[config.mk]
export PLATFORM = sky130hd
export DESIGN_NAME = fan_curve_interpolator
export DESIGN_NICKNAME = d
export VERILOG_FILES = /design/src/hw/rtl/fci_pkg.sv /design/src/hw/rtl/fci_front.sv /design/src/hw/rtl/fci_queue.sv /design/src/hw/rtl/fci_back.sv /design/src/hw/rtl/fan_curve_interpolator.sv
export SDC_FILE = /design/constraint.sdc
export NUM_CORES = 1
export LEC_CHECK = 0
export ABC_CLOCK_PERIOD_IN_PS = 7400
export BUFFER_PORTS_ARGS = -buffer_cell sky130_fd_sc_hd__buf_2
export CORE_UTILIZATION = 35
export CTS_CLUSTER_SIZE = 12
export DETAILED_ROUTE_END_ITERATION = 7
export SLEW_MARGIN = 20
export SYNTH_ARGS = -nofsm -noshare
export SYNTH_HDL_FRONTEND = slang
export SYNTH_SLANG_ARGS = --single-unit
[constraint.sdc]
create_clock -name clk -period 7.4 [get_ports clk]
set_input_delay 0.37 -clock clk [delete_from_list [all_inputs] [get_ports clk]]
set_output_delay 0.37 -clock clk [all_outputs]
set_load 0.05 [all_outputs]
[src/hw/rtl/fci_pkg.sv]
// Shared types and constants for the fan curve interpolator.
// Depends on nothing; every other file of the block imports it.
`timescale 1ns / 1ps

package fci_pkg;

  localparam int POINT_COUNT = 7;
  localparam int LAST_POINT  = POINT_COUNT - 1;
  localparam int SEG_W       = $clog2(POINT_COUNT);

  localparam int TEMP_W      = 8;
  localparam int DUTY_W      = 10;
  localparam int PROD_W      = DUTY_W + TEMP_W;
  localparam int DIV_STAGES  = DUTY_W;
  localparam int QUEUE_DEPTH = 2;

  localparam int BP_W        = 56;
  localparam int DL_W        = 40;
  localparam int DH_W        = 30;
  localparam int CFG_W       = BP_W;
  localparam int DL_POINTS   = 4;

  localparam logic [BP_W-1:0] BP_RESET = 56'h322D231E1B160A;
  localparam logic [DL_W-1:0] DL_RESET = 40'h8010000000;
  localparam logic [DH_W-1:0] DH_RESET = 30'h3FFFFF00;

  typedef enum logic [1:0] {
    CFG_TEMP_BP   = 2'd0,
    CFG_DUTY_LOW  = 2'd1,
    CFG_DUTY_HIGH = 2'd2
  } cfg_idx_t;

  typedef logic signed [TEMP_W-1:0] temp_t;
  typedef logic [DUTY_W-1:0]        duty_t;
  typedef logic [TEMP_W-1:0]        den_t;
  typedef logic [PROD_W-1:0]        prod_t;

  // One classified transaction, as queued between front and back.
  typedef struct packed {
    duty_t base;
    logic  neg;
    prod_t prod;
    den_t  den;
    logic  fault;
  } job_t;

endpackage

[src/hw/rtl/fci_front.sv]
// Front end: accepts temperatures, finds the curve segment and forms the product.
// Depends on fci_pkg.
`timescale 1ns / 1ps

module fci_front (
  input  logic           clk,
  input  logic           rst_n,
  input  logic           start,
  input  fci_pkg::temp_t in_temperature,
  input  fci_pkg::temp_t bp_temp [fci_pkg::POINT_COUNT],
  input  fci_pkg::duty_t bp_duty [fci_pkg::POINT_COUNT],
  input  logic           queue_full,
  output logic           busy,
  output logic           push,
  output fci_pkg::job_t  push_data
);
  import fci_pkg::*;

  typedef struct packed {
    duty_t base;
    logic  neg;
    duty_t mag;
    den_t  dt;
    den_t  den;
    logic  fault;
  } cls_t;

  logic             f1_vld_r, f1_vld_nxt;
  cls_t             f1_r, f1_nxt;
  logic             take;
  logic             below, above, found;
  logic [SEG_W-1:0] idx;
  temp_t            t0, t1;
  duty_t            d0, d1;
  logic signed [TEMP_W:0] dt_w, den_w;
  logic signed [DUTY_W:0] dd_w, dd_abs;

  assign busy = f1_vld_r & queue_full;
  assign take = start & ~busy;
  assign push = f1_vld_r & ~queue_full;

  // Classify against the breakpoints; first matching segment wins.
  always_comb begin
    below = in_temperature < bp_temp[0];
    above = in_temperature >= bp_temp[LAST_POINT];
    found = 1'b0;
    idx   = '0;
    for (int i = 0; i < LAST_POINT; i++) begin
      if (!found && in_temperature >= bp_temp[i] && in_temperature < bp_temp[i+1]) begin
        found = 1'b1;
        idx   = SEG_W'(i);
      end
    end
    t0     = bp_temp[idx];
    t1     = bp_temp[SEG_W'(idx + 1'b1)];
    d0     = bp_duty[idx];
    d1     = bp_duty[SEG_W'(idx + 1'b1)];
    dt_w   = {in_temperature[TEMP_W-1], in_temperature} - {t0[TEMP_W-1], t0};
    den_w  = {t1[TEMP_W-1], t1} - {t0[TEMP_W-1], t0};
    dd_w   = $signed({1'b0, d1}) - $signed({1'b0, d0});
    dd_abs = dd_w[DUTY_W] ? -dd_w : dd_w;

    f1_nxt.base  = '0;
    f1_nxt.neg   = 1'b0;
    f1_nxt.mag   = '0;
    f1_nxt.dt    = '0;
    f1_nxt.den   = den_t'(1);
    f1_nxt.fault = 1'b0;
    if (below) begin
      f1_nxt.base = bp_duty[0];
    end else if (above) begin
      f1_nxt.base = bp_duty[LAST_POINT];
    end else if (found) begin
      f1_nxt.base = d0;
      f1_nxt.neg  = dd_w[DUTY_W];
      f1_nxt.mag  = dd_abs[DUTY_W-1:0];
      f1_nxt.dt   = dt_w[TEMP_W-1:0];
      f1_nxt.den  = den_w[TEMP_W-1:0];
    end else begin
      f1_nxt.fault = 1'b1;
    end
  end

  always_comb begin
    f1_vld_nxt = f1_vld_r;
    if (!busy) begin
      f1_vld_nxt = start;
    end
  end

  always_ff @(posedge clk) begin
    if (!rst_n) begin
      f1_vld_r <= 1'b0;
    end else begin
      f1_vld_r <= f1_vld_nxt;
    end
  end

  always_ff @(posedge clk) begin
    if (take) begin
      f1_r <= f1_nxt;
    end
  end

  // Product is registered by the queue entry.
  always_comb begin
    push_data.base  = f1_r.base;
    push_data.neg   = f1_r.neg;
    push_data.prod  = PROD_W'(f1_r.mag) * PROD_W'(f1_r.dt);
    push_data.den   = f1_r.den;
    push_data.fault = f1_r.fault;
  end

endmodule

[src/hw/rtl/fci_queue.sv]
// Short transaction queue between the front end and the divider back end.
// Depends on fci_pkg.
`timescale 1ns / 1ps

module fci_queue (
  input  logic          clk,
  input  logic          rst_n,
  input  logic          push,
  input  fci_pkg::job_t push_data,
  input  logic          pop,
  output logic          full,
  output logic          head_valid,
  output fci_pkg::job_t head_data
);
  import fci_pkg::*;

  localparam int PTR_W = $clog2(QUEUE_DEPTH);
  localparam int CNT_W = $clog2(QUEUE_DEPTH + 1);

  job_t             mem_r [QUEUE_DEPTH];
  logic [PTR_W-1:0] wr_ptr_r, wr_ptr_nxt, rd_ptr_r, rd_ptr_nxt;
  logic [CNT_W-1:0] cnt_r, cnt_nxt;
  logic             do_push, do_pop;

  assign full       = cnt_r == CNT_W'(QUEUE_DEPTH);
  assign head_valid = cnt_r != '0;
  assign head_data  = mem_r[rd_ptr_r];
  assign do_push    = push & ~full;
  assign do_pop     = pop & head_valid;

  always_comb begin
    wr_ptr_nxt = wr_ptr_r;
    rd_ptr_nxt = rd_ptr_r;
    cnt_nxt    = cnt_r;
    if (do_push) begin
      wr_ptr_nxt = (wr_ptr_r == PTR_W'(QUEUE_DEPTH - 1)) ? '0 : PTR_W'(wr_ptr_r + 1'b1);
    end
    if (do_pop) begin
      rd_ptr_nxt = (rd_ptr_r == PTR_W'(QUEUE_DEPTH - 1)) ? '0 : PTR_W'(rd_ptr_r + 1'b1);
    end
    if (do_push && !do_pop) begin
      cnt_nxt = CNT_W'(cnt_r + 1'b1);
    end else if (do_pop && !do_push) begin
      cnt_nxt = CNT_W'(cnt_r - 1'b1);
    end
  end

  always_ff @(posedge clk) begin
    if (!rst_n) begin
      wr_ptr_r <= '0;
      rd_ptr_r <= '0;
      cnt_r    <= '0;
    end else begin
      wr_ptr_r <= wr_ptr_nxt;
      rd_ptr_r <= rd_ptr_nxt;
      cnt_r    <= cnt_nxt;
    end
  end

  always_ff @(posedge clk) begin
    if (do_push) begin
      mem_r[wr_ptr_r] <= push_data;
    end
  end

endmodule

[src/hw/rtl/fci_back.sv]
// Back end: pipelined restoring divider, one quotient bit per stage, then offset add.
// Depends on fci_pkg.
`timescale 1ns / 1ps

module fci_back (
  input  logic          clk,
  input  logic          rst_n,
  input  logic          head_valid,
  input  fci_pkg::job_t head_data,
  output logic          pop,
  output logic          out_valid,
  output fci_pkg::duty_t out_duty,
  output logic          out_table_fault
);
  import fci_pkg::*;

  typedef struct packed {
    den_t  rem;
    duty_t lo;
    duty_t q;
    den_t  den;
    duty_t base;
    logic  neg;
    logic  fault;
  } div_t;

  div_t                  st_r [DIV_STAGES];
  div_t                  st_in [DIV_STAGES];
  div_t                  st_nxt [DIV_STAGES];
  logic [DIV_STAGES-1:0] vld_r, vld_nxt;
  logic                  out_valid_r;
  duty_t                 out_duty_r, duty_nxt;
  logic                  out_fault_r;

  function automatic div_t div_step(div_t s);
    logic [TEMP_W:0] trial;
    logic            ge;
    div_t            r;
    trial = {s.rem, s.lo[DUTY_W-1]};
    ge    = trial >= {1'b0, s.den};
    r     = s;
    r.rem = ge ? den_t'(trial - {1'b0, s.den}) : trial[TEMP_W-1:0];
    r.lo  = {s.lo[DUTY_W-2:0], 1'b0};
    r.q   = {s.q[DUTY_W-2:0], ge};
    return r;
  endfunction

  // Never stall: drain the queue whenever it holds a transaction.
  assign pop = head_valid;

  always_comb begin
    // Quotient fits in DUTY_W bits, so the top bits already sit below den.
    st_in[0].rem   = head_data.prod[PROD_W-1:DUTY_W];
    st_in[0].lo    = head_data.prod[DUTY_W-1:0];
    st_in[0].q     = '0;
    st_in[0].den   = head_data.den;
    st_in[0].base  = head_data.base;
    st_in[0].neg   = head_data.neg;
    st_in[0].fault = head_data.fault;
    for (int k = 1; k < DIV_STAGES; k++) begin
      st_in[k] = st_r[k-1];
    end
    for (int k = 0; k < DIV_STAGES; k++) begin
      st_nxt[k] = div_step(st_in[k]);
    end
    vld_nxt = {vld_r[DIV_STAGES-2:0], head_valid};
  end

  always_ff @(posedge clk) begin
    if (!rst_n) begin
      vld_r       <= '0;
      out_valid_r <= 1'b0;
    end else begin
      vld_r       <= vld_nxt;
      out_valid_r <= vld_r[DIV_STAGES-1];
    end
  end

  always_ff @(posedge clk) begin
    for (int k = 0; k < DIV_STAGES; k++) begin
      st_r[k] <= st_nxt[k];
    end
    out_duty_r  <= duty_nxt;
    out_fault_r <= st_r[DIV_STAGES-1].fault;
  end

  assign duty_nxt = st_r[DIV_STAGES-1].neg ?
                    duty_t'(st_r[DIV_STAGES-1].base - st_r[DIV_STAGES-1].q) :
                    duty_t'(st_r[DIV_STAGES-1].base + st_r[DIV_STAGES-1].q);

  assign out_valid       = out_valid_r;
  assign out_duty        = out_duty_r;
  assign out_table_fault = out_fault_r;

endmodule

[src/hw/rtl/fan_curve_interpolator.sv]
// Top level of the fan curve interpolator: configuration registers and block wiring.
// Depends on fci_pkg, fci_front, fci_queue and fci_back.
`timescale 1ns / 1ps

// Fan curve interpolator: maps a signed temperature to a 10-bit PWM duty along
// a piecewise-linear curve of up to seven breakpoints.
//
// Input: a transaction is taken on a rising edge with start high and busy low;
// in_temperature is sampled there. Output: out_valid strobes for one cycle with
// out_duty and out_table_fault; the receiver cannot hold results off.
// Configuration: cfg_we writes cfg_data into register cfg_index at once
// (0 breakpoint temperatures, 1 duties 0..3, 2 duties 4..6); other indexes are
// dropped. Write only while no transaction is in flight.
//
// A transaction passes through one classify stage, one multiply stage into the
// queue, ten divider stages of one quotient bit each, and the output register
// on its way to the output strobe. Throughput is one transaction per cycle
// while busy is low; the divider pipeline sets the latency. Because the back end never
// stalls, the queue stays nearly empty and busy stays low in practice.
//
// Reset restores the default curve and flushes all in-flight transactions.
// A temperature inside the curve span that matches no segment (breakpoints
// not ascending) gives duty 0 with table_fault set.

module fan_curve_interpolator (
  input  logic                       clk,
  input  logic                       rst_n,
  input  logic                       start,
  output logic                       busy,
  input  logic signed [7:0]          in_temperature,
  output logic                       out_valid,
  output logic [9:0]                 out_duty,
  output logic                       out_table_fault,
  input  logic                       cfg_we,
  input  logic [1:0]                 cfg_index,
  input  logic [fci_pkg::CFG_W-1:0]  cfg_data
);
  import fci_pkg::*;

  logic [BP_W-1:0] bp_r;
  logic [DL_W-1:0] dl_r;
  logic [DH_W-1:0] dh_r;
  temp_t           bp_temp [POINT_COUNT];
  duty_t           bp_duty [POINT_COUNT];
  logic            queue_full, push, head_valid, pop;
  job_t            push_data, head_data;

  // Register file: decode index, mask data to register width.
  always_ff @(posedge clk) begin
    if (!rst_n) begin
      bp_r <= BP_RESET;
      dl_r <= DL_RESET;
      dh_r <= DH_RESET;
    end else if (cfg_we) begin
      unique case (cfg_idx_t'(cfg_index))
        CFG_TEMP_BP:   bp_r <= cfg_data[BP_W-1:0];
        CFG_DUTY_LOW:  dl_r <= cfg_data[DL_W-1:0];
        CFG_DUTY_HIGH: dh_r <= cfg_data[DH_W-1:0];
        default: ;
      endcase
    end
  end

  // Unpack the curve; points past POINT_COUNT are ignored.
  for (genvar k = 0; k < POINT_COUNT; k++) begin : g_pt
    assign bp_temp[k] = temp_t'(bp_r[TEMP_W*k +: TEMP_W]);
    if (k < DL_POINTS) begin : g_lo
      assign bp_duty[k] = dl_r[DUTY_W*k +: DUTY_W];
    end else begin : g_hi
      assign bp_duty[k] = dh_r[DUTY_W*(k-DL_POINTS) +: DUTY_W];
    end
  end

  fci_front u_front (
    .clk            (clk),
    .rst_n          (rst_n),
    .start          (start),
    .in_temperature (in_temperature),
    .bp_temp        (bp_temp),
    .bp_duty        (bp_duty),
    .queue_full     (queue_full),
    .busy           (busy),
    .push           (push),
    .push_data      (push_data)
  );

  fci_queue u_queue (
    .clk        (clk),
    .rst_n      (rst_n),
    .push       (push),
    .push_data  (push_data),
    .pop        (pop),
    .full       (queue_full),
    .head_valid (head_valid),
    .head_data  (head_data)
  );

  fci_back u_back (
    .clk             (clk),
    .rst_n           (rst_n),
    .head_valid      (head_valid),
    .head_data       (head_data),
    .pop             (pop),
    .out_valid       (out_valid),
    .out_duty        (out_duty),
    .out_table_fault (out_table_fault)
  );

endmodule
==> metrics.txt, run 1 <==
# TYPE chip_impl_metric gauge
chip_impl_info{name="synth_area_leaders",value="sky130_fd_sc_hd__dfxtp_1 (37%), sky130_fd_sc_hd__edfxtp_1 (12%), sky130_fd_sc_hd__ha_1 (9.4%)"} 1
chip_impl_info{name="run_status",value="finished clean"} 1
chip_impl_metric{name="yosys_warnings",unit=""} 0
chip_impl_info{name="crit_type",value="flop to flop"} 1
chip_impl_metric{name="maxClockFrequency",unit="MHz"} 153
chip_impl_info{name="worst_hold_path_type",value="input port to flop"} 1
chip_impl_info{name="postSynth.topFlopCell",value="sky130_fd_sc_hd__dfxtp_1"} 1
chip_impl_info{name="synth_largest_area_cell",value="sky130_fd_sc_hd__dfxtp_1"} 1
chip_impl_metric{name="drt-pass1-iter-count",unit=""} 5
chip_impl_metric{name="reg2reg_depth",unit=""} 26
chip_impl_metric{name="timing.critical_path.slowest_cell_delay",unit="ns"} 0.61
chip_impl_metric{name="power.density_cell_area",unit="nW/um2"} 451
chip_impl_metric{name="design.final.nets",unit=""} 3195
chip_impl_info{name="cts_tree",value="built"} 1
chip_impl_metric{name="ctsResizeCount",unit=""} 0
chip_impl_info{name="path_common_cell",value="sky130_fd_sc_hd__o21ai_0"} 1
chip_impl_metric{name="die-width",unit="um"} 286
chip_impl_metric{name="antenna_violations_before_repair",unit=""} 1
chip_impl_metric{name="routed-via-count",unit=""} 18852
chip_impl_metric{name="max_slew.worst_pin.slew",unit="ns"} 1.04
chip_impl_metric{name="worst_slew_margin_rel",unit=""} 0.304
chip_impl_metric{name="aggregate_routed_wire_length",unit="um"} 60800
chip_impl_metric{name="total_power",unit="mW"} 14.4
chip_impl_metric{name="synth_cell_types",unit=""} 79
chip_impl_metric{name="clock_skew",unit="ns"} 0.0278
chip_impl_info{name="start_of_the_worst_register_to_register_path",value="bp_r[31]"} 1
chip_impl_metric{name="mappedNetlistNets",unit=""} 3098
chip_impl_metric{name="synth_seq_cells",unit=""} 632
chip_impl_metric{name="worst_ep_required_time",unit="ns"} 7.86
chip_impl_metric{name="drt_iter0_markers",unit=""} 947
chip_impl_metric{name="syn-cell-area",unit="um2"} 28200
chip_impl_info{name="worst_r2r_endpoint",value="u_front.f1_r[24]"} 1
chip_impl_metric{name="area_growth_syn_to_layout",unit="%"} 13.3
chip_impl_metric{name="min_period_over_period",unit=""} 0.882
chip_impl_info{name="endpoint_kind",value="flop"} 1
chip_impl_metric{name="max-clock-path-buffers",unit=""} 3
chip_impl_metric{name="hpwl",unit="um"} 44400
chip_impl_metric{name="fraction_of_registers_with_async_set_reset",unit=""} 0
chip_impl_metric{name="grt_max_degree",unit=""} 105
chip_impl_metric{name="dieArea",unit="um2"} 81600
chip_impl_info{name="critPathTopFamily",value="compound AO/OA/AOI/OAI gates"} 1
chip_impl_metric{name="reg2reg_slack",unit="ns"} 0.87
chip_impl_metric{name="wire_length_of_the_first_global_routing_pass",unit="um"} 97200
chip_impl_metric{name="insertion_delay",unit="ns"} 0.61
chip_impl_metric{name="worst-path-stages",unit=""} 26
chip_impl_metric{name="leakagePower",unit="nW"} 13.7
chip_impl_metric{name="cp_arrival",unit="ns"} 6.99
chip_impl_metric{name="gp_routability_congestion",unit=""} 0.884
chip_impl_metric{name="route.antenna.remaining_nets",unit=""} 0
chip_impl_metric{name="drv.max_cap_violation_count",unit=""} 0
chip_impl_metric{name="fin_tns_setup",unit="ns"} 0
chip_impl_metric{name="synth_top_area_share",unit=""} 0.368
chip_impl_metric{name="detail_route.vias_per_cell",unit=""} 4.79
chip_impl_metric{name="timing.final.crit_period",unit="ns"} 6.53
chip_impl_metric{name="rows",unit=""} 103
chip_impl_info{name="cp_slowest_cell",value="sky130_fd_sc_hd__ha_1"} 1
chip_impl_metric{name="track_usage",unit=""} 0.149
chip_impl_metric{name="boundaryPins",unit=""} 83
chip_impl_metric{name="cts.sinks",unit=""} 632
chip_impl_metric{name="maxSlewViolCount",unit=""} 0
chip_impl_metric{name="synth_enable_flop_cells",unit=""} 114
chip_impl_metric{name="initial_utilization",unit=""} 0.355
chip_impl_metric{name="clk_transition_reported_paths",unit="ns"} 0.06
chip_impl_metric{name="seq_total_area_yosys",unit=""} 0.490
chip_impl_metric{name="overflow",unit=""} 0
chip_impl_metric{name="antenna_cells",unit=""} 0
chip_impl_metric{name="synthesis.area_per_instance",unit="um2"} 10.2
chip_impl_info{name="grt_setup_unrepaired",value="false"} 1
chip_impl_metric{name="numCtsBuffers",unit=""} 66
chip_impl_info{name="capturing_instance_or_port_of_the_critical_path",value="u_front.f1_r[24]"} 1
chip_impl_metric{name="setup_viol",unit=""} 0
chip_impl_metric{name="post_cts_repair_timing_setup_buffer_count",unit=""} 0
chip_impl_metric{name="io_buffers",unit=""} 82
chip_impl_metric{name="htree_num_levels",unit=""} 3
chip_impl_metric{name="coreArea",unit="um2"} 79300
chip_impl_metric{name="synth_cells",unit=""} 2756
chip_impl_metric{name="final-hold-violation-count",unit=""} 0
chip_impl_metric{name="vdd_drop_max",unit="uV"} 243
chip_impl_metric{name="die_height",unit="um"} 286
chip_impl_info{name="root_buffer",value="sky130_fd_sc_hd__clkbuf_16"} 1
chip_impl_metric{name="drt_drc_violations_left",unit=""} 0
chip_impl_metric{name="postCtsHoldBufs",unit=""} 23
chip_impl_metric{name="path_buf_inv",unit=""} 3
chip_impl_metric{name="min_delay_path_depth",unit=""} 3
chip_impl_metric{name="vias_in_the_first_global_route",unit=""} 18505
chip_impl_info{name="start_kind",value="flop"} 1
chip_impl_metric{name="post_route_cells_drive_above_1_share",unit=""} 0.0886
chip_impl_info{name="timing.critical_path.from",value="bp_r[31]"} 1
chip_impl_metric{name="detail_route.wl_per_cell",unit="um"} 15.4
chip_impl_metric{name="timing.critical_path.fanout_max",unit=""} 13
## synth_stat cells, drive strengths merged, types with 29 or more instances
cell type,instances
clkbuf,69
nand3,34
xor2,35
a21o,36
ha,211
mux2,29
nor2b,39
xnor2,39
a21oi,93
dfxtp,518
buf,29
edfxtp,114
nand4,30
mux2i,74
o21ai,162
inv,274
o211ai,31
and2,66
nand2,393
nor2,118
fa,61
a21boi,101
## where the power goes
| group | internal (mW) | leakage (nW) | total, mW | switching (mW) |
|---|---|---|---|---|
| logic | 2.60 | 7.31 | 6.01 | 3.41 |
| registers | 4.80 | 5.41 | 5.26 | 0.452 |
| clock network | 1.81 | 0.981 | 3.13 | 1.32 |
| total | 9.22 | 13.7 | 14.4 | 5.18 |
## metal layers
layer / vias up / track usage / wire, um
li1: 9535 / - / -
met1: 8789 / 0.180 / 26000
met2: 423 / 0.267 / 30100
met3: 105 / 0.0256 / 2900
met4: 0 / 0.0507 / 1700
met5: - / 0 / 0
## layout make-up
| class | count | area [um2] |
|---|---|---|
| Clock buffer | 89 | 1790 |
| Fill cell | 7730 | 47400 |
| Timing Repair Buffer | 127 | 808 |
| Inverter | 275 | 1030 |
| Sequential cell | 632 | 13800 |
| Multi-Input combinational cell | 1751 | 12900 |
| Clock inverter | 15 | 240 |
| Tap cell | 1050 | 1310 |
## registers in the layout, indices dropped and copies added (netlist names), named ones only
| register | cells |
|---|---|
| u_back.out_valid | 1 |
| u_back.out_table_fault | 1 |
| dl_r | 40 |
| u_queue.cnt_r | 2 |
| u_front.f1_r | 18 |
| bp_r | 56 |
| u_back.vld_r | 10 |
| u_back.out_duty | 10 |
| u_queue.wr_ptr_r | 1 |
| u_front.f1_vld_r | 1 |
| u_queue.rd_ptr_r | 1 |
| dh_r | 30 |
| u_queue.mem_r | 76 |
| u_back.st_r | 364 |
| u_front.push_data | 20 |
## placed cells by master, fill, tap and decap left out, types with 65 or more instances in the layout
cell | netlist | routed
sky130_fd_sc_hd__a21oi_1 | 90 | 90
sky130_fd_sc_hd__inv_1 | 274 | 274
sky130_fd_sc_hd__mux2i_1 | 74 | 74
sky130_fd_sc_hd__buf_2 | 9 | 81
sky130_fd_sc_hd__clkbuf_16 | 0 | 67
sky130_fd_sc_hd__o21ai_0 | 156 | 155
sky130_fd_sc_hd__dfxtp_1 | 518 | 517
sky130_fd_sc_hd__and2_1 | 65 | 65
sky130_fd_sc_hd__nand2_1 | 393 | 393
sky130_fd_sc_hd__nor2_1 | 116 | 115
sky130_fd_sc_hd__a21boi_0 | 99 | 99
sky130_fd_sc_hd__edfxtp_1 | 114 | 114
sky130_fd_sc_hd__ha_1 | 211 | 211
## cell families after synthesis
kind of cell,count (synthesis),share of synthesized area
simple gates,754,0.122
flops,632,0.490
xor+xnor,74,0.0233
fa+ha+maj,272,0.137
mux,120,0.0520
buf+inv,373,0.0528
compound gates,530,0.123
other cells,1,0.000133
## how the worst min path moves through the flow
stage	from	endpoint	slack, ns
2_1_floorplan	u_back.st_r[9][0]	u_back.out_table_fault	0.31
3_3_place_gp	u_back.st_r[5][25]	u_back.st_r[6][26]	0.31
3_5_place_dp	u_back.st_r[0][6]	u_back.st_r[1][6]	0.31
4_1_cts	cfg_data[17]	dh_r[17]	0.00008
5_1_grt	cfg_data[30]	bp_r[30]	0.02
6_report	cfg_data[17]	dh_r[17]	0.04
## per-stage QoR
stage,setup WS [ns],hold slack [ns],instance area [um2],util,cells
2_1_floorplan,0.988,0.310,28200,-,2756
3_3_place_gp,0.897,0.310,29600,0.374,3812
3_5_place_dp,0.839,0.312,29600,0.374,3812
4_1_cts,0.926,0.0000831,31900,0.402,3939
5_1_grt,0.338,0.0223,31900,0.402,3939
6_report,0.872,0.0350,31900,0.402,3939
## worst register-to-register path, cell delays in order (launching register included)
cell                       delay, ns
sky130_fd_sc_hd__dfxtp_1        0.38
sky130_fd_sc_hd__inv_1          0.08
sky130_fd_sc_hd__ha_1           0.32
sky130_fd_sc_hd__or4b_1         0.45
sky130_fd_sc_hd__o31ai_1        0.33
sky130_fd_sc_hd__o21ai_0        0.21
sky130_fd_sc_hd__o21ai_2        0.19
sky130_fd_sc_hd__a21oi_2        0.13
sky130_fd_sc_hd__nor2_4         0.11
sky130_fd_sc_hd__inv_1          0.07
sky130_fd_sc_hd__ha_1           0.61
sky130_fd_sc_hd__clkinv_1       0.25
sky130_fd_sc_hd__nor2_4         0.29
sky130_fd_sc_hd__a21oi_1        0.11
sky130_fd_sc_hd__a21oi_1        0.16
sky130_fd_sc_hd__ha_1           0.27
sky130_fd_sc_hd__nor2b_1        0.14
sky130_fd_sc_hd__o21ai_0        0.20
sky130_fd_sc_hd__a21oi_1        0.11
sky130_fd_sc_hd__o21ai_0        0.19
sky130_fd_sc_hd__a21boi_1       0.11
sky130_fd_sc_hd__o21ai_0        0.23
sky130_fd_sc_hd__a21boi_1       0.15
sky130_fd_sc_hd__o21ai_1        0.41
sky130_fd_sc_hd__nand2_1        0.27
sky130_fd_sc_hd__or4_1          0.54
sky130_fd_sc_hd__nand2_1        0.08
No activity file was read; power rests on OpenSTA's default activity.
==> run 2: changes to the inputs <==
--- a/config.mk
+++ b/config.mk
@@ -5,7 +5,7 @@
 export SDC_FILE = /design/constraint.sdc
 export NUM_CORES = 1
 export LEC_CHECK = 0
-export ABC_CLOCK_PERIOD_IN_PS = 7400
+export ABC_CLOCK_PERIOD_IN_PS = 6350
 export BUFFER_PORTS_ARGS = -buffer_cell sky130_fd_sc_hd__buf_2
 export CORE_UTILIZATION = 35
 export CTS_CLUSTER_SIZE = 12
==> constraint.sdc (replaced) <==
create_clock -name clk -period 6.35 [get_ports clk]
set_input_delay 0.3175 -clock clk [delete_from_list [all_inputs] [get_ports clk]]
set_output_delay 0.3175 -clock clk [all_outputs]
set_load 0.05 [all_outputs]
==> run 2 against run 1 <==
  * Clock power up 16%
  * Global-route usage up 0.45 points
  * Power up 18%
  * Non-clock buffer count up 42
  * Flip-flop and latch count unchanged
  * Worst setup slack worse by 0.27 ns
  * Critical path type unchanged
  * Critical endpoint is now u_front.f1_r[25]
  * Largest cell class unchanged
  * Highest routed layer unchanged
==> metrics.txt, run 2 (synthesis results as in run 1) <==
# TYPE chip_impl_metric gauge
chip_impl_info{name="run_status",value="finished clean"} 1
chip_impl_metric{name="timing.final.crit_period",unit="ns"} 5.75
chip_impl_metric{name="insertion_delay",unit="ns"} 0.61
chip_impl_metric{name="timing.critical_path.fanout_max",unit=""} 16
chip_impl_metric{name="dieArea",unit="um2"} 81600
chip_impl_metric{name="antenna_violations_before_repair",unit=""} 0
chip_impl_info{name="timing.critical_path.from",value="bp_r[31]"} 1
chip_impl_info{name="register_name_with_the_most_flops",value="u_back.st_r"} 1
chip_impl_metric{name="max-clock-path-buffers",unit=""} 3
chip_impl_metric{name="fin_tns_setup",unit="ns"} 0
chip_impl_info{name="grt_setup_unrepaired",value="false"} 1
chip_impl_metric{name="power.density_cell_area",unit="nW/um2"} 524
chip_impl_metric{name="vdd_drop_max",unit="uV"} 271
chip_impl_metric{name="htree_num_levels",unit=""} 3
chip_impl_metric{name="wire_length_of_the_first_global_routing_pass",unit="um"} 100000
chip_impl_metric{name="route.antenna.remaining_nets",unit=""} 0
chip_impl_metric{name="detail_route.wl_per_cell",unit="um"} 15.7
chip_impl_info{name="crit_type",value="flop to flop"} 1
chip_impl_info{name="timing.hold.worst.start",value="cfg_data[35]"} 1
chip_impl_metric{name="drv.max_cap_violation_count",unit=""} 0
chip_impl_metric{name="worst_slew_margin_rel",unit=""} 0.290
chip_impl_metric{name="numCtsBuffers",unit=""} 67
chip_impl_info{name="start_of_the_worst_register_to_register_path",value="bp_r[31]"} 1
chip_impl_metric{name="leakagePower",unit="nW"} 13.9
chip_impl_metric{name="clk_transition_reported_paths",unit="ns"} 0.06
chip_impl_metric{name="boundaryPins",unit=""} 83
chip_impl_info{name="worst_hold_path_type",value="input port to flop"} 1
chip_impl_metric{name="initial_utilization",unit=""} 0.355
chip_impl_metric{name="routed-via-count",unit=""} 19054
chip_impl_metric{name="area_growth_syn_to_layout",unit="%"} 14.8
chip_impl_metric{name="drt_iter0_markers",unit=""} 877
chip_impl_metric{name="cp_arrival",unit="ns"} 6.08
chip_impl_metric{name="rows",unit=""} 103
chip_impl_metric{name="total_power",unit="mW"} 17.0
chip_impl_metric{name="overflow",unit=""} 0
chip_impl_info{name="biggestRegsByFlops",value="u_back.st_r (364), u_queue.mem_r (76), bp_r (56)"} 1
chip_impl_metric{name="antenna_cells",unit=""} 0
chip_impl_metric{name="setup_viol",unit=""} 0
chip_impl_info{name="endpoint_kind",value="flop"} 1
chip_impl_metric{name="final-hold-violation-count",unit=""} 0
chip_impl_metric{name="track_usage",unit=""} 0.154
chip_impl_metric{name="detail_route.vias_per_cell",unit=""} 4.78
chip_impl_metric{name="grt_max_degree",unit=""} 108
chip_impl_metric{name="maxClockFrequency",unit="MHz"} 174
chip_impl_metric{name="clock_skew",unit="ns"} 0.0208
chip_impl_info{name="most_common_cell_after_layout_fill_and_taps_aside",value="sky130_fd_sc_hd__dfxtp_1"} 1
chip_impl_info{name="root_buffer",value="sky130_fd_sc_hd__clkbuf_16"} 1
chip_impl_metric{name="drt-pass1-iter-count",unit=""} 5
chip_impl_metric{name="finish.utilization",unit=""} 0.408
chip_impl_metric{name="num-fill-cells",unit=""} 7720
chip_impl_info{name="start_kind",value="flop"} 1
chip_impl_metric{name="aggregate_routed_wire_length",unit="um"} 62400
chip_impl_info{name="most-common-layout-cells",value="sky130_fd_sc_hd__dfxtp_1 (517), sky130_fd_sc_hd__nand2_1 (393), sky130_fd_sc_hd__inv_1 (274)"} 1
chip_impl_metric{name="hpwl",unit="um"} 45800
chip_impl_metric{name="gp_routability_congestion",unit=""} 0.893
chip_impl_metric{name="max_slew.worst_pin.slew",unit="ns"} 1.06
chip_impl_metric{name="maxSlewViolCount",unit=""} 0
chip_impl_metric{name="vias_in_the_first_global_route",unit=""} 19071
chip_impl_metric{name="worst_ep_required_time",unit="ns"} 6.67
chip_impl_metric{name="largest_register_ff_count",unit=""} 364
chip_impl_metric{name="cts.sinks",unit=""} 632
chip_impl_info{name="cts_tree",value="built"} 1
chip_impl_metric{name="min_period_over_period",unit=""} 0.906
chip_impl_metric{name="die_height",unit="um"} 286
chip_impl_metric{name="post_route_cells_drive_above_1_share",unit=""} 0.0968
chip_impl_metric{name="die-width",unit="um"} 286
chip_impl_metric{name="io_buffers",unit=""} 82
chip_impl_metric{name="drt_drc_violations_left",unit=""} 0
chip_impl_metric{name="coreArea",unit="um2"} 79300
chip_impl_metric{name="design.final.nets",unit=""} 3238
run 2: cell count changes in the layout (fill, tap and decap cells not counted), sizes merged:
cell	change
dlygate4sd3	+18
clkbuf	+8
bufinv	-3
buf	+24
inv	-1
run 2: layout make-up:
| cell class | count | area (um2) | share of cell area |
|---|---|---|---|
| multi-input cells | 1751 | 12900 | 0.400 |
| clock inverters | 11 | 141 | 0.00437 |
| repair buffers | 169 | 1210 | 0.0374 |
| well taps | 1050 | 1310 | 0.0406 |
| clock buffers | 97 | 1900 | 0.0588 |
| flip-flops and latches | 632 | 13800 | 0.427 |
| inverters | 275 | 1030 | 0.0319 |
run 2: final timing paths:
| check | end | slack, ns | cells after the start |
|---|---|---|---|
| worst max-delay path | u_front.f1_r[25] | 0.60 | 24 |
| worst min-delay path | dl_r[35] | 0.02 | 3 |
| worst max register to register | u_front.f1_r[25] | 0.60 | 24 |
| worst min register to register | u_back.st_r[3][0] | 0.32 | 0 |
run 2: worst max-delay path, stage by stage (launching register included):
cell	delay, ns
sky130_fd_sc_hd__dfxtp_1	0.37
sky130_fd_sc_hd__inv_1	0.10
sky130_fd_sc_hd__ha_1	0.33
sky130_fd_sc_hd__or4b_1	0.48
sky130_fd_sc_hd__o31ai_2	0.27
sky130_fd_sc_hd__o21ai_1	0.14
sky130_fd_sc_hd__o21ai_2	0.15
sky130_fd_sc_hd__a21oi_2	0.13
sky130_fd_sc_hd__nor2_4	0.17
sky130_fd_sc_hd__inv_1	0.08
sky130_fd_sc_hd__ha_1	0.39
sky130_fd_sc_hd__buf_6	0.23
sky130_fd_sc_hd__mux4_2	0.33
sky130_fd_sc_hd__o21a_1	0.20
sky130_fd_sc_hd__ha_1	0.27
sky130_fd_sc_hd__nor2b_1	0.12
sky130_fd_sc_hd__o21ai_0	0.23
sky130_fd_sc_hd__a21boi_0	0.12
sky130_fd_sc_hd__o21ai_0	0.19
sky130_fd_sc_hd__a21boi_0	0.14
sky130_fd_sc_hd__o21ai_0	0.20
sky130_fd_sc_hd__nor3b_1	0.21
sky130_fd_sc_hd__nor2_1	0.11
sky130_fd_sc_hd__o311ai_1	0.36
sky130_fd_sc_hd__o21ai_0	0.15
run 2: through the flow:
| stage | area (um2) | cells | hold slack (ns) | setup slack [ns] |
|---|---|---|---|---|
| 2_1_floorplan | 28200 | 2756 | 0.310 | 0.0641 |
| 3_3_place_gp | 29800 | 3832 | 0.310 | 0.452 |
| 3_5_place_dp | 29800 | 3832 | 0.312 | 0.375 |
| 4_1_cts | 32300 | 3981 | 0.000473 | 0.321 |
| 5_1_grt | 32300 | 3985 | 0.00990 | 0.0487 |
| 6_report | 32300 | 3985 | 0.0210 | 0.599 |
run 2: routing by layer:
metal | routed length, um | global-route usage | vias up
met5 | 0 | 0 | -
met4 | 2490 | 0.0654 | 0
met3 | 2730 | 0.0262 | 133
met2 | 30400 | 0.271 | 414
met1 | 26700 | 0.184 | 8894
li1 | - | - | 9613
run 2: timing repair:
action	CTS	global route
hold buffers	41	0
endpoints found under the setup margin	0	8
hold endpoints to repair	65	0
setup buffers	0	4
gates resized for setup	0	7
run 2: where the power goes:
| part | switching (mW) | internal, mW |
|---|---|---|
| combinational | 4.04 | 3.14 |
| clock | 1.55 | 2.09 |
| sequential | 0.536 | 5.60 |
==> run 3: changes to the inputs <==
--- a/config.mk
+++ b/config.mk
@@ -7,6 +7,7 @@
 export LEC_CHECK = 0
 export ABC_CLOCK_PERIOD_IN_PS = 6350
 export BUFFER_PORTS_ARGS = -buffer_cell sky130_fd_sc_hd__buf_2
+export CORE_MARGIN = 3
 export CORE_UTILIZATION = 35
 export CTS_CLUSTER_SIZE = 12
 export DETAILED_ROUTE_END_ITERATION = 7
==> run 3 against run 2 <==
  * Sequential share of layout area is essentially flat
  * Design area shrank 0.11%
  * Worst hold slack improved by 0.0089 ns
  * Die area up 2.8%
  * Sequential power barely moved
  * Critical endpoint is now u_front.f1_r[24]
  * Combinational power is essentially flat
  * Fmax down 0.84%
  * Critical path depth up 2
==> metrics.txt, run 3 (synthesis results as in run 1) <==
# TYPE chip_impl_metric gauge
chip_impl_metric{name="drv.max_cap_violation_count",unit=""} 0
chip_impl_metric{name="leakagePower",unit="nW"} 13.9
chip_impl_info{name="grt_setup_unrepaired",value="false"} 1
chip_impl_metric{name="timing.critical_path.fanout_max",unit=""} 9
chip_impl_metric{name="area_growth_syn_to_layout",unit="%"} 14.7
chip_impl_metric{name="setup_viol",unit=""} 0
chip_impl_metric{name="clock_skew",unit="ns"} 0.0234
chip_impl_metric{name="drt_drc_violations_left",unit=""} 0
chip_impl_info{name="start_kind",value="flop"} 1
chip_impl_metric{name="largest_register_ff_count",unit=""} 364
chip_impl_metric{name="finish.utilization",unit=""} 0.407
chip_impl_metric{name="cts.sinks",unit=""} 632
chip_impl_info{name="cts_tree",value="built"} 1
chip_impl_metric{name="worst_slew_margin_rel",unit=""} 0.319
chip_impl_metric{name="routed-via-count",unit=""} 19001
chip_impl_metric{name="hold_slack",unit="ns"} 0.0299
chip_impl_metric{name="max-clock-path-buffers",unit=""} 3
chip_impl_metric{name="route.antenna.remaining_nets",unit=""} 0
chip_impl_metric{name="fin_tns_setup",unit="ns"} 0
chip_impl_metric{name="detail_route.vias_per_cell",unit=""} 4.78
chip_impl_info{name="most_common_cell_after_layout_fill_and_taps_aside",value="sky130_fd_sc_hd__dfxtp_1"} 1
chip_impl_metric{name="aggregate_routed_wire_length",unit="um"} 62100
chip_impl_metric{name="place_worst_setup_slack",unit="ns"} 0.431
chip_impl_metric{name="initial_utilization",unit=""} 0.355
chip_impl_metric{name="clk_transition_reported_paths",unit="ns"} 0.06
chip_impl_metric{name="maxClockFrequency",unit="MHz"} 172
chip_impl_metric{name="wire_length_of_the_first_global_routing_pass",unit="um"} 100000
chip_impl_metric{name="final-hold-violation-count",unit=""} 0
chip_impl_metric{name="dpl.cell_count",unit=""} 3825
chip_impl_metric{name="grt_max_degree",unit=""} 109
chip_impl_metric{name="post_route_cells_drive_above_1_share",unit=""} 0.0951
chip_impl_metric{name="htree_num_levels",unit=""} 3
chip_impl_metric{name="overflow",unit=""} 0
chip_impl_metric{name="vdd_drop_max",unit="uV"} 240
chip_impl_metric{name="antenna_cells",unit=""} 0
chip_impl_metric{name="rows",unit=""} 103
chip_impl_metric{name="worst_ep_required_time",unit="ns"} 6.80
chip_impl_metric{name="drt-pass1-iter-count",unit=""} 5
chip_impl_metric{name="final_cells",unit=""} 3974
chip_impl_metric{name="gp_routability_congestion",unit=""} 0.868
chip_impl_metric{name="place_area",unit="um2"} 29800
chip_impl_metric{name="die-width",unit="um"} 290
chip_impl_metric{name="layout_setup_ws",unit="ns"} 0.550
chip_impl_metric{name="total_power",unit="mW"} 17.0
chip_impl_info{name="root_buffer",value="sky130_fd_sc_hd__clkbuf_16"} 1
chip_impl_metric{name="coreArea",unit="um2"} 79400
chip_impl_metric{name="min_period_over_period",unit=""} 0.913
chip_impl_info{name="register_name_with_the_most_flops",value="u_back.st_r"} 1
chip_impl_metric{name="boundaryPins",unit=""} 83
chip_impl_metric{name="post_cts_repair_timing_setup_buffer_count",unit=""} 0
chip_impl_info{name="endpoint_kind",value="flop"} 1
chip_impl_metric{name="detail_route.wl_per_cell",unit="um"} 15.6
chip_impl_metric{name="timing.final.crit_period",unit="ns"} 5.80
chip_impl_metric{name="max_slew.worst_pin.slew",unit="ns"} 1.02
chip_impl_metric{name="numCtsBuffers",unit=""} 67
chip_impl_metric{name="io_buffers",unit=""} 82
chip_impl_info{name="run_status",value="finished clean"} 1
chip_impl_metric{name="track_usage",unit=""} 0.150
chip_impl_metric{name="antenna_violations_before_repair",unit=""} 0
chip_impl_metric{name="power.density_cell_area",unit="nW/um2"} 526
chip_impl_metric{name="vias_in_the_first_global_route",unit=""} 18990
chip_impl_metric{name="design.final.nets",unit=""} 3226
chip_impl_metric{name="drt_iter0_markers",unit=""} 1089
chip_impl_metric{name="cp_arrival",unit="ns"} 6.25
chip_impl_info{name="crit_type",value="flop to flop"} 1
chip_impl_metric{name="insertion_delay",unit="ns"} 0.60
chip_impl_info{name="worst_hold_path_type",value="input port to flop"} 1
chip_impl_info{name="most-common-layout-cells",value="sky130_fd_sc_hd__dfxtp_1 (517), sky130_fd_sc_hd__nand2_1 (393), sky130_fd_sc_hd__inv_1 (274)"} 1
chip_impl_metric{name="post-route-cell-area",unit="um2"} 32300
chip_impl_metric{name="die_height",unit="um"} 290
chip_impl_info{name="biggestRegsByFlops",value="u_back.st_r (364), u_queue.mem_r (76), bp_r (56)"} 1
chip_impl_metric{name="dieArea",unit="um2"} 83900
chip_impl_metric{name="maxSlewViolCount",unit=""} 0
chip_impl_metric{name="hpwl",unit="um"} 45300
[run 3: changes by cell type in the layout (fill, tap and decap cells not counted), sizes merged]
cell,change
buf,-10
clkinv,+4
dlygate4sd3,-2
inv,-2
bufinv,+1
clkbuf,-1
clkinvlp,-1
[run 3: final timing paths]
check                                  startpoint                 to  slack, ns  cells past startpoint
worst min register to register  u_back.st_r[7][1]  u_back.st_r[8][1]       0.31                      0
worst min-delay path                  cfg_data[3]            dh_r[3]       0.03                      3
worst max-delay path                     bp_r[39]   u_front.f1_r[24]       0.55                     26
worst max register to register           bp_r[39]   u_front.f1_r[24]       0.55                     26
[run 3: critical path, cell delays in order, from the launching register on]
cell,delay (ns)
sky130_fd_sc_hd__dfxtp_1,0.42
sky130_fd_sc_hd__inv_1,0.11
sky130_fd_sc_hd__ha_1,0.33
sky130_fd_sc_hd__nand3b_1,0.12
sky130_fd_sc_hd__nor4_2,0.46
sky130_fd_sc_hd__o21ba_2,0.22
sky130_fd_sc_hd__o2111ai_1,0.23
sky130_fd_sc_hd__a21oi_2,0.29
sky130_fd_sc_hd__nor2_4,0.06
sky130_fd_sc_hd__inv_1,0.12
sky130_fd_sc_hd__ha_2,0.33
sky130_fd_sc_hd__buf_4,0.20
sky130_fd_sc_hd__mux4_2,0.30
sky130_fd_sc_hd__o21ai_1,0.16
sky130_fd_sc_hd__ha_1,0.20
sky130_fd_sc_hd__fa_1,0.21
sky130_fd_sc_hd__nor2b_1,0.05
sky130_fd_sc_hd__o21ai_0,0.20
sky130_fd_sc_hd__a21oi_1,0.11
sky130_fd_sc_hd__o21ai_0,0.20
sky130_fd_sc_hd__a21boi_1,0.11
sky130_fd_sc_hd__o21ai_0,0.21
sky130_fd_sc_hd__a21boi_1,0.14
sky130_fd_sc_hd__o21ai_1,0.19
sky130_fd_sc_hd__nand2_1,0.09
sky130_fd_sc_hd__or4_1,0.50
sky130_fd_sc_hd__nand2_1,0.07
[run 3: power breakdown]
part           leakage (nW)  total, mW  switching, mW  internal [mW]
Clock                  1.01       3.68           1.53           2.15
Sequential             5.41       6.14          0.546           5.60
Combinational          7.47       7.16           4.04           3.11
Total                  13.9       17.0           6.12           10.9
[run 3: layer usage]
metal  wire length [um]  GRT usage  up-vias
li1                   -          -     9585
met1              27100      0.186     8891
met2              29900      0.262      410
met3               2900     0.0275      115
met4               2160     0.0529        0
met5                  0          0        -
[run 3: layout make-up]
type	count	area (um2)
Timing Repair Buffer	157	1150
Fill cell	7820	47100
Tap cell	1050	1310
Clock inverter	13	141
Sequential cell	632	13800
Inverter	275	1030
Clock buffer	96	1920
Multi-Input combinational cell	1751	12900
[run 3: what timing repair did]
item                       4_1_cts  5_1_grt
hold endpoints to repair        58        1
setup endpoints to repair        0        9
gates resized for setup          0        8
hold buffers                    38        1
